### src/rtl/sus_pkg.sv
// sus_pkg: shared constants, operation codes, sequencer states and control struct for the
// sorted unique integer set unit. No dependencies.

package sus_pkg;

    localparam int CAPACITY = 512;
    localparam int KEY_BITS = 32;
    localparam int KEY_IN_W = 32;
    localparam int KEY_W    = (KEY_BITS < KEY_IN_W) ? KEY_BITS : KEY_IN_W;
    localparam int POS_W    = $clog2(CAPACITY);
    localparam int CNT_W    = $clog2(CAPACITY + 1);
    localparam int GROUP    = 32;
    localparam int LOW_W    = $clog2(GROUP);
    localparam int NGRP     = (CAPACITY + GROUP - 1) / GROUP;

    typedef enum logic [1:0] {
        OP_ADD   = 2'd0,
        OP_FIND  = 2'd1,
        OP_CLEAR = 2'd2
    } t_op;

    typedef enum logic [2:0] {
        ST_IDLE,
        ST_CMP,
        ST_TREE1,
        ST_TREE2,
        ST_DONE
    } t_state;

    typedef struct packed {
        logic cmp;
        logic ins;
        logic clr;
    } t_cell_ctl;

endpackage

### src/rtl/sus_cell.sv
// sus_cell: one slot of the sorted key chain, holding a key and its valid bit.
// Compares against the broadcast key and shifts up on insert. Uses sus_pkg.

module sus_cell (
    input  logic                    i_clk,
    input  logic                    i_rst_n,
    input  sus_pkg::t_cell_ctl      i_ctl,
    input  logic [sus_pkg::KEY_W-1:0] i_key,
    input  logic [sus_pkg::KEY_W-1:0] i_prev_key,
    input  logic                    i_prev_lt,
    input  logic                    i_prev_valid,
    output logic [sus_pkg::KEY_W-1:0] o_key,
    output logic                    o_lt,
    output logic                    o_eq,
    output logic                    o_valid
);
    import sus_pkg::*;

    logic [KEY_W-1:0] r_key;
    logic             r_valid;
    logic             r_lt;
    logic             r_eq;

    always_ff @(posedge i_clk) begin
        if (!i_rst_n) begin
            r_valid <= 1'b0;
            r_lt    <= 1'b0;
            r_eq    <= 1'b0;
        end else if (i_ctl.clr) begin
            r_valid <= 1'b0;
        end else if (i_ctl.cmp) begin
            r_lt <= r_valid && (r_key < i_key);
            r_eq <= r_valid && (r_key == i_key);
        end else if (i_ctl.ins && !r_lt) begin
            // slots at or above the insert point move up by one
            r_valid <= r_valid | i_prev_valid;
        end
    end

    always_ff @(posedge i_clk) begin
        if (i_ctl.ins && !r_lt) begin
            r_key <= i_prev_lt ? i_key : i_prev_key;
        end
    end

    assign o_key   = r_key;
    assign o_lt    = r_lt;
    assign o_eq    = r_eq;
    assign o_valid = r_valid;

endmodule

### config.mk
export PLATFORM = sky130hd
export DESIGN_NAME = sus_cell
export DESIGN_NICKNAME = d
export VERILOG_FILES = /design/src/rtl/sus_pkg.sv /design/src/rtl/sus_cell.sv
export SDC_FILE = /design/constraint.sdc
export NUM_CORES = 1
export LEC_CHECK = 0
export BUFFER_PORTS_ARGS = -buffer_cell sky130_fd_sc_hd__clkbuf_2
export CORE_ASPECT_RATIO = 0.9
export CORE_MARGIN = 10
export CORE_UTILIZATION = 43
export DETAILED_ROUTE_END_ITERATION = 7
export MAX_ROUTING_LAYER = met4
export PLACE_DENSITY_LB_ADDON = 0.1
export SETUP_SLACK_MARGIN = 0.15
export SYNTH_ARGS = -nofsm -noshare
export SYNTH_HDL_FRONTEND = slang
export SYNTH_SLANG_ARGS = --single-unit
### constraint.sdc
create_clock -name i_clk -period 2.09 [get_ports i_clk]
set_input_delay 0.3135 -clock i_clk [delete_from_list [all_inputs] [get_ports i_clk]]
set_output_delay 0.3135 -clock i_clk [all_outputs]
set_load 0.005 [all_outputs]
==> run metrics <==
Max Cap Violations 0; Yosys cell types 31; crit end category flip-flop; Synth area leaders edfxtp_1 (42%), ha_1 (17%), mux2_2 (15%); Combinational Power Share 0.218; CP delay by family, top simple AND/OR/NAND/NOR gates; met1 wire length 2840 um; fmax ~0.55 GHz; power share of the sequential group 0.499; first-pass GRT wire length ~9500 um; wire length on met3 between 300 and 400 um; uppermost layer routed met4; GR Overflow Total 0; Die ar. 8680 um^2; Internal 1.25 mW; area of the core around 5200 um^2; Yosys Warn Count 0; Die H between 80 and 90 um; Lkg Pwr 1.50 nW; Ant. Diodes 0; clock sinks 35; Design Power 1.69 mW; Final min period 1.82 ns; worst-case headroom to the max-slew limit 0.679; area fraction of the dominant cell type after synthesis 0.417; I/O pin count 106; CTS Buffer Depth 2; Worst Path Max Fanout 3; crit share post-route 0.868; GRT Total Usage 0.138; Seq/Total Area, Yosys 0.443; post-synthesis area per instance 11.8 um^2; Post-CTS Setup Bufs 0; remaining antenna violation count after routing 0; CP bufs+invs 0; Die Span X 97.1 um; vias per cell 4.85; post-DP HPWL approximately 5000 um; RSZ-0062 raised after global routing false; setup TNS after final layout 0 ns; layout cells sized above 1 0.490; first drt pass iteration count 4; clock skew 0.00837 ns; Post-Route WL 5760 um; Setup violations, final 0; number of gates resized after CTS 0; WL per Instance ~15 um; Final Hold Fails 0; CTS tree yes; Area Growth Syn to Fin 31.3%; Worst VDD drop 0.275 mV; Slowest cell on crit path nor4_2; drt drc 0; Clock power frac 0.283; CTS buffer count 5; CP peak stage delay 0.46 ns; Sw Share 0.262; syn_nets 298; row count 25; DR iter-0 viols 23; FILL cells just under 500; Clock transition at path regs 0.08 ns; post-synth top area cell edfxtp_1; I/O Buffers approximately 110; Worst EP required 2.26 ns; initial antenna violation count 0; H-tree depth 2; via count 1,809; metal2 WL 2480 um; Setup crit start kind flip-flop; setup slack at placement 0.238 ns; vias in the first global route between 1,500 and 2,000; NetSw about 440 uW; Power Dens Cells ~560 nW/um^2; gpl congestion 0.787; Worst Setup Path Type reg2reg; setup ws final 0.275 ns; Hold-fix buffers, CTS 0; synthesized area 2300 um^2; largest net degree at the start of global routing 21; Starting Density 0.441; Post-Synthesis Cells between 150 and 200; final layout net count 408; class of the worst hold path in2reg; Worst Max-Slew Pin Slew between 0.4 and 0.5 ns; crit-path cells ha_1 -> nand4_1 -> nor4_2 -> nor3b_1 -> o41ai_2; #FFs+latches synth 35; max-slew violations 0; Clock Tree Root clkbuf_8; status finished clean; crit path DAT between 1.5 and 2 ns; clock latency at the later pin of the worst-skew pair 0.29 ns
-- power by group through the flow --
stage / Clock [mW] / Sequential (mW) / Combinational, mW
after floorplan: 0 / 0.861 / 0.199
after global placement: 0 / 0.860 / 0.366
after detailed placement: 0 / 0.861 / 0.373
after CTS: 0.497 / 0.845 / 0.376
after global routing: 0.535 / 0.851 / 0.421
final: 0.480 / 0.845 / 0.368
-- kinds of logic after synthesis --
family | synth area share
and+or+nand+nor | 0.0848
adders and majority gates | 0.174
muxes | 0.157
buffers and inverters | 0.0652
AOI/OAI and AO/OA | 0.0761
DFF | 0.443
-- area by class of cell --
class                   count  area [um^2]  share of cell area
flip-flops and latches     35         1020               0.338
clock inverters             1         5.00             0.00166
clock buffers               7         76.3              0.0253
multi-input cells         121         1140               0.377
inverters                  35          131              0.0435
well taps                  67         83.8              0.0277
repair buffers            107          566               0.187
-- Yosys cell counts (all sizes together) --
library cell / instances
nor3b: 2
inv: 35
a2111oi: 1
o41ai: 1
nand2b: 1
ha: 32
nand2: 5
o31a: 1
mux2: 32
and4: 1
buf: 3
edfxtp: 32
nor4: 2
nand3: 4
nor3: 1
dfxtp: 3
a21oi: 12
o21ai: 5
a211oi: 1
clkbuf: 1
a221oi: 1
nand4: 8
a22oi: 1
nor2b: 7
a21boi: 1
o211ai: 1
a31oi: 1
-- sequential cells by signal, summed over array words and instances, names as in the netlist --
signal	flops
o_lt	1
o_valid	1
o_eq	1
o_key	32
-- through the flow --
stage	hold slack [ns]	instance area (um^2)	instances	util
2_1_floorplan	0.390	2300	195	-
3_3_place_gp	0.509	2940	365	0.563
3_5_place_dp	0.513	2940	365	0.563
4_1_cts	0.203	3020	373	0.578
5_1_grt	0.224	3020	373	0.578
6_report	0.215	3020	373	0.578
-- worst paths after layout --
kind	start	end	slack [ns]	cells past startpoint
worst min register to register	o_lt	o_lt	0.55	2
worst min-delay path	i_ctl[0]	o_valid	0.21	2
worst max-delay path	o_key[30]	o_lt	0.27	5
worst max register to register	o_key[30]	o_lt	0.27	5
-- layout by cell type, fill, tap and decap left out, types with 4 or more instances in the layout --
| cell type | count |
|---|---|
| clkbuf_2 | 105 |
| nand3_1 | 4 |
| nand2_1 | 5 |
| nand4_1 | 8 |
| clkbuf_8 | 5 |
| inv_1 | 35 |
| edfxtp_1 | 32 |
| ha_1 | 32 |
| nor2b_1 | 5 |
| a21oi_1 | 12 |
| mux2_2 | 30 |
-- per-layer routing --
metal  GRT usage  vias up
met4      0.0402        0
li1            -      937
met2       0.206       70
met5           -        -
met1       0.176      797
met3      0.0448        5
Power figures use the tool's default switching activity.
