$ cat src/rtl/sus_pkg.sv
// sus_pkg: shared constants, operation codes, sequencer states and control struct for the
// sorted unique integer set unit. No dependencies.

package sus_pkg;

    localparam int CAPACITY = 512;
    localparam int KEY_BITS = 32;
    localparam int KEY_IN_W = 32;
    localparam int KEY_W    = (KEY_BITS < KEY_IN_W) ? KEY_BITS : KEY_IN_W;
    localparam int POS_W    = $clog2(CAPACITY);
    localparam int CNT_W    = $clog2(CAPACITY + 1);
    localparam int GROUP    = 32;
    localparam int LOW_W    = $clog2(GROUP);
    localparam int NGRP     = (CAPACITY + GROUP - 1) / GROUP;

    typedef enum logic [1:0] {
        OP_ADD   = 2'd0,
        OP_FIND  = 2'd1,
        OP_CLEAR = 2'd2
    } t_op;

    typedef enum logic [2:0] {
        ST_IDLE,
        ST_CMP,
        ST_TREE1,
        ST_TREE2,
        ST_DONE
    } t_state;

    typedef struct packed {
        logic cmp;
        logic ins;
        logic clr;
    } t_cell_ctl;

endpackage

$ cat src/rtl/sus_hit_tree.sv
// sus_hit_tree: two-level registered reduction of the per-slot match flags
// into a hit bit and the matching slot index. Uses sus_pkg.

module sus_hit_tree (
    input  logic                      i_clk,
    input  logic [sus_pkg::CAPACITY-1:0] i_eq,
    output logic                      o_hit,
    output logic [sus_pkg::POS_W-1:0] o_pos
);
    import sus_pkg::*;

    logic [NGRP-1:0]  r_grp_hit;
    logic [LOW_W-1:0] r_grp_idx [NGRP];
    logic [NGRP-1:0]  n_grp_hit;
    logic [LOW_W-1:0] n_grp_idx [NGRP];
    logic             r_hit;
    logic [POS_W-1:0] r_pos;
    logic             n_hit;
    logic [POS_W-1:0] n_pos;

    // keys are unique, so at most one flag is set and an or-encode suffices
    always_comb begin
        n_grp_hit = '0;
        for (int g = 0; g < NGRP; g++) begin
            n_grp_idx[g] = '0;
            for (int j = 0; j < GROUP; j++) begin
                if (g * GROUP + j < CAPACITY) begin
                    if (i_eq[g * GROUP + j]) begin
                        n_grp_hit[g] = 1'b1;
                        n_grp_idx[g] = n_grp_idx[g] | LOW_W'(j);
                    end
                end
            end
        end
    end

    always_ff @(posedge i_clk) begin
        r_grp_hit <= n_grp_hit;
        for (int g = 0; g < NGRP; g++) begin
            r_grp_idx[g] <= n_grp_idx[g];
        end
    end

    always_comb begin
        n_hit = 1'b0;
        n_pos = '0;
        for (int g = 0; g < NGRP; g++) begin
            if (r_grp_hit[g]) begin
                n_hit = 1'b1;
                n_pos = n_pos | POS_W'(g * GROUP + int'(r_grp_idx[g]));
            end
        end
    end

    always_ff @(posedge i_clk) begin
        r_hit <= n_hit;
        r_pos <= n_pos;
    end

    assign o_hit = r_hit;
    assign o_pos = r_pos;

endmodule

$ cat config.mk
export PLATFORM = sky130hd
export DESIGN_NAME = sus_hit_tree
export DESIGN_NICKNAME = d
export VERILOG_FILES = /design/src/rtl/sus_pkg.sv /design/src/rtl/sus_hit_tree.sv
export SDC_FILE = /design/constraint.sdc
export NUM_CORES = 1
export LEC_CHECK = 0
export BUFFER_PORTS_ARGS = -buffer_cell sky130_fd_sc_hd__buf_2
export CAP_MARGIN = 0
export CORE_AREA = 4 4 203 205
export DETAILED_ROUTE_END_ITERATION = 8
export DIE_AREA = 0 0 207 209
export RECOVER_POWER = 100
export SYNTH_ARGS = -nofsm -noshare
export SYNTH_HDL_FRONTEND = slang
export SYNTH_SLANG_ARGS = --single-unit
$ cat constraint.sdc
create_clock -name i_clk -period 1.7 [get_ports i_clk]
set_input_delay 0.425 -clock i_clk [delete_from_list [all_inputs] [get_ports i_clk]]
set_output_delay 0.425 -clock i_clk [all_outputs]
set_load 0.01 [all_outputs]
==> flow_summary.json <==
{
  "ys_warn_count": 0,
  "rrSetupSlack_ns": 0.24,
  "fin_cells": 1711,
  "p_int_w": 0.00403,
  "synth_largest_area_cell": "dfxtp_1",
  "ys_seq_elements": 106,
  "yosys.area_share.adder_pct": 0,
  "cts.repair.resized": 0,
  "drv_cap": 0,
  "synth_top_area_share_pct": 40.1,
  "hold_class": "in -> reg",
  "drtIter0Drc": 403,
  "vias": 8017,
  "layout.nets": 1693,
  "clock_skew_ns": 0.00957,
  "place.gp.congestion": 1.05,
  "drive_gt1_share_pct": 45.3,
  "wire_per_inst_um": 22.6,
  "root_buffer": "clkbuf_16",
  "cts_sinks": 106,
  "ctsHoldBuffers": 0,
  "avgSynthCellArea_um2": 8.75,
  "overflow": 0,
  "netlist_area_mm2": 0.00529,
  "peakVddDrop_mv": 0.393,
  "crit_path_start_kind": "input port",
  "swShare_pct": 27.2,
  "p_switching_w": 0.00151,
  "p_comb_share_pct": 18.7,
  "die_y_um": 209,
  "status": "finished, final reports clean",
  "p_per_area_mw_per_mm2": 613,
  "worst_slack_ns": 0.187,
  "finalSetupViolations": 0,
  "synth_top_family_by_area": "simple AND/OR/NAND/NOR gates",
  "dieArea_mm2": 0.0433,
  "fin_tns_setup_ns": 0,
  "arrival_ns": 1.73,
  "muxShareOfSynthArea_pct": 0,
  "cts_made_buffers": 9,
  "synthTopCellsByArea": "dfxtp_1 (40%), nor4_1 (16%), or4_1 (9.2%)",
  "end_kind": "flop",
  "required_ns": 1.91,
  "first_global_vias": 8573,
  "place_worst_setup_slack_ns": -0.253,
  "path_class": "in -> reg",
  "yosys.area_share.simple_pct": 52.9,
  "hold_viol": 0,
  "drtAntennaViolNets": 0,
  "vias_per_cell": 4.69,
  "area_growth_pct": 70.7,
  "cellLeakagePower_nw": 3.51,
  "num_rows": 73,
  "clkSlewWorstSetupHoldPaths_ns": 0.07,
  "htree_num_levels": 3,
  "synth-compound-area-share_pct": 6.62,
  "grt_max_degree": 17,
  "port_buffers": 522,
  "final_cell_mix": "buf_2 (482), nor4_1 (135), dfxtp_1 (106), or4_1 (67), nand4_1 (65)",
  "cts_tree": "done",
  "finalCritPeriodShare_pct": 89.0,
  "clock_latency_ns": 0.36,
  "io_pins": 523,
  "yosys.area_share.xor_xnor_pct": 0,
  "cts_buffer_depth": 2,
  "slew_viol_final": 0,
  "routed_wl_um": 38600,
  "initial_core_util_pct": 13.4,
  "antenna_found_initial": 1,
  "dp_hpwl_um": 34800,
  "route.detailed.drc": 0,
  "rsz0062_at_grt": "no",
  "die_w_um": 207,
  "core_area_mm2": 0.0395,
  "path_max_fanout": 2,
  "finalCriticalPeriod_ns": 1.51,
  "yosysUniqueCellTypes": 27,
  "first_pass_iters": 4,
  "grt_usage_pct": 16.7,
  "syn_nets": 1118,
  "clkPwrFrac_pct": 36.6,
  "seq_area_frac_synth_pct": 40.1,
  "timing.fmax_ghz": 0.661,
  "nFillCells": 4502,
  "final_common_cell": "buf_2",
  "dp_cells": 1694,
  "fin_util_pct": 22.9,
  "cts_setup_buffers": 0,
  "relSlewSlack_pct": 62.5,
  "syn_inst": 605,
  "worst_pin_slew_ns": 0.562,
  "power_frac_seq_pct": 44.7,
  "grt_pass1_wl_um": 54800
}
[cell families after synthesis]
| kind of cell | count (synthesis) |
|---|---|
| AOI/OAI and AO/OA | 40 |
| buffers and inverters | 6 |
| DFF | 106 |
| and+or+nand+nor | 453 |
[metal layers]
layer | track usage [%] | wire [um] | up-vias
met3 | 3.71 | 2690 | 36
met4 | 3.78 | 702 | 0
met1 | 19.9 | 15600 | 3771
met5 | 0 | 0 | -
li1 | - | - | 3760
met2 | 30.7 | 19600 | 450
[Yosys cell counts]
cell type	n
nor4_1	132
dfxtp_1	106
nand4_1	65
or4_1	65
nor3_1	61
nor2_1	55
a221oi_1	20
a22o_1	20
nand3_1	17
nand2_1	11
or3_1	7
inv_1	6
nand4b_1	6
nor4_2	6
and3_1	4
and4bb_1	4
nor2b_1	4
or4_4	4
and2_1	3
nor4b_2	2
and4_1	1
and4b_1	1
nand4bb_1	1
nor3b_1	1
nor4_4	1
nor4b_1	1
or2_2	1
[path summary, 6_finish.rpt]
path	endpoint	startpoint	cells past startpoint
max	r_grp_hit[4]	i_eq[154]	4
min	r_grp_hit[9]	i_eq[296]	2
max reg2reg	o_pos[0]	r_grp_hit[15]	3
min reg2reg	o_pos[4]	r_grp_idx[1][34]	2
[registers in the layout, indices dropped and copies added (netlist names)]
register   count
o_hit          1
o_pos          9
r_grp_hit     16
r_grp_idx     80
[worst max-delay path: stages]
cell	delay, ns
buf_2	0.10
or4_1	0.55
nor4b_1	0.48
nand4_1	0.17
[area by class of cell]
class | instances | area (um2) | share of cell area (%)
clock buffers | 12 | 246 | 2.73
inverters | 6 | 22.5 | 0.249
multi-input cells | 493 | 3110 | 34.4
flip-flops and latches | 106 | 2120 | 23.5
repair buffers | 564 | 2850 | 31.5
clock inverters | 4 | 27.5 | 0.305
well taps | 525 | 657 | 7.27
diodes | 1 | 2.50 | 0.0277
[power groups by stage]
stage	clock, W	combinational, W	sequential [W]
floorplan	0	0.000151	0.00254
global placement	0	0.00104	0.00254
detailed placement	0	0.00104	0.00254
CTS	0.00216	0.00104	0.00248
global route	0.00222	0.00112	0.00248
finish	0.00203	0.00104	0.00248
[per-stage QoR]
stage	power [W]	cell area, um2	hold slack [ns]
after floorplan	0.00269	5290	0.427
after global placement	0.00358	8880	0.469
after detailed placement	0.00358	8880	0.448
after CTS	0.00568	9150	0.239
after global routing	0.00582	9030	0.266
final	0.00554	9030	0.267
Power figures use the tool's default switching activity.
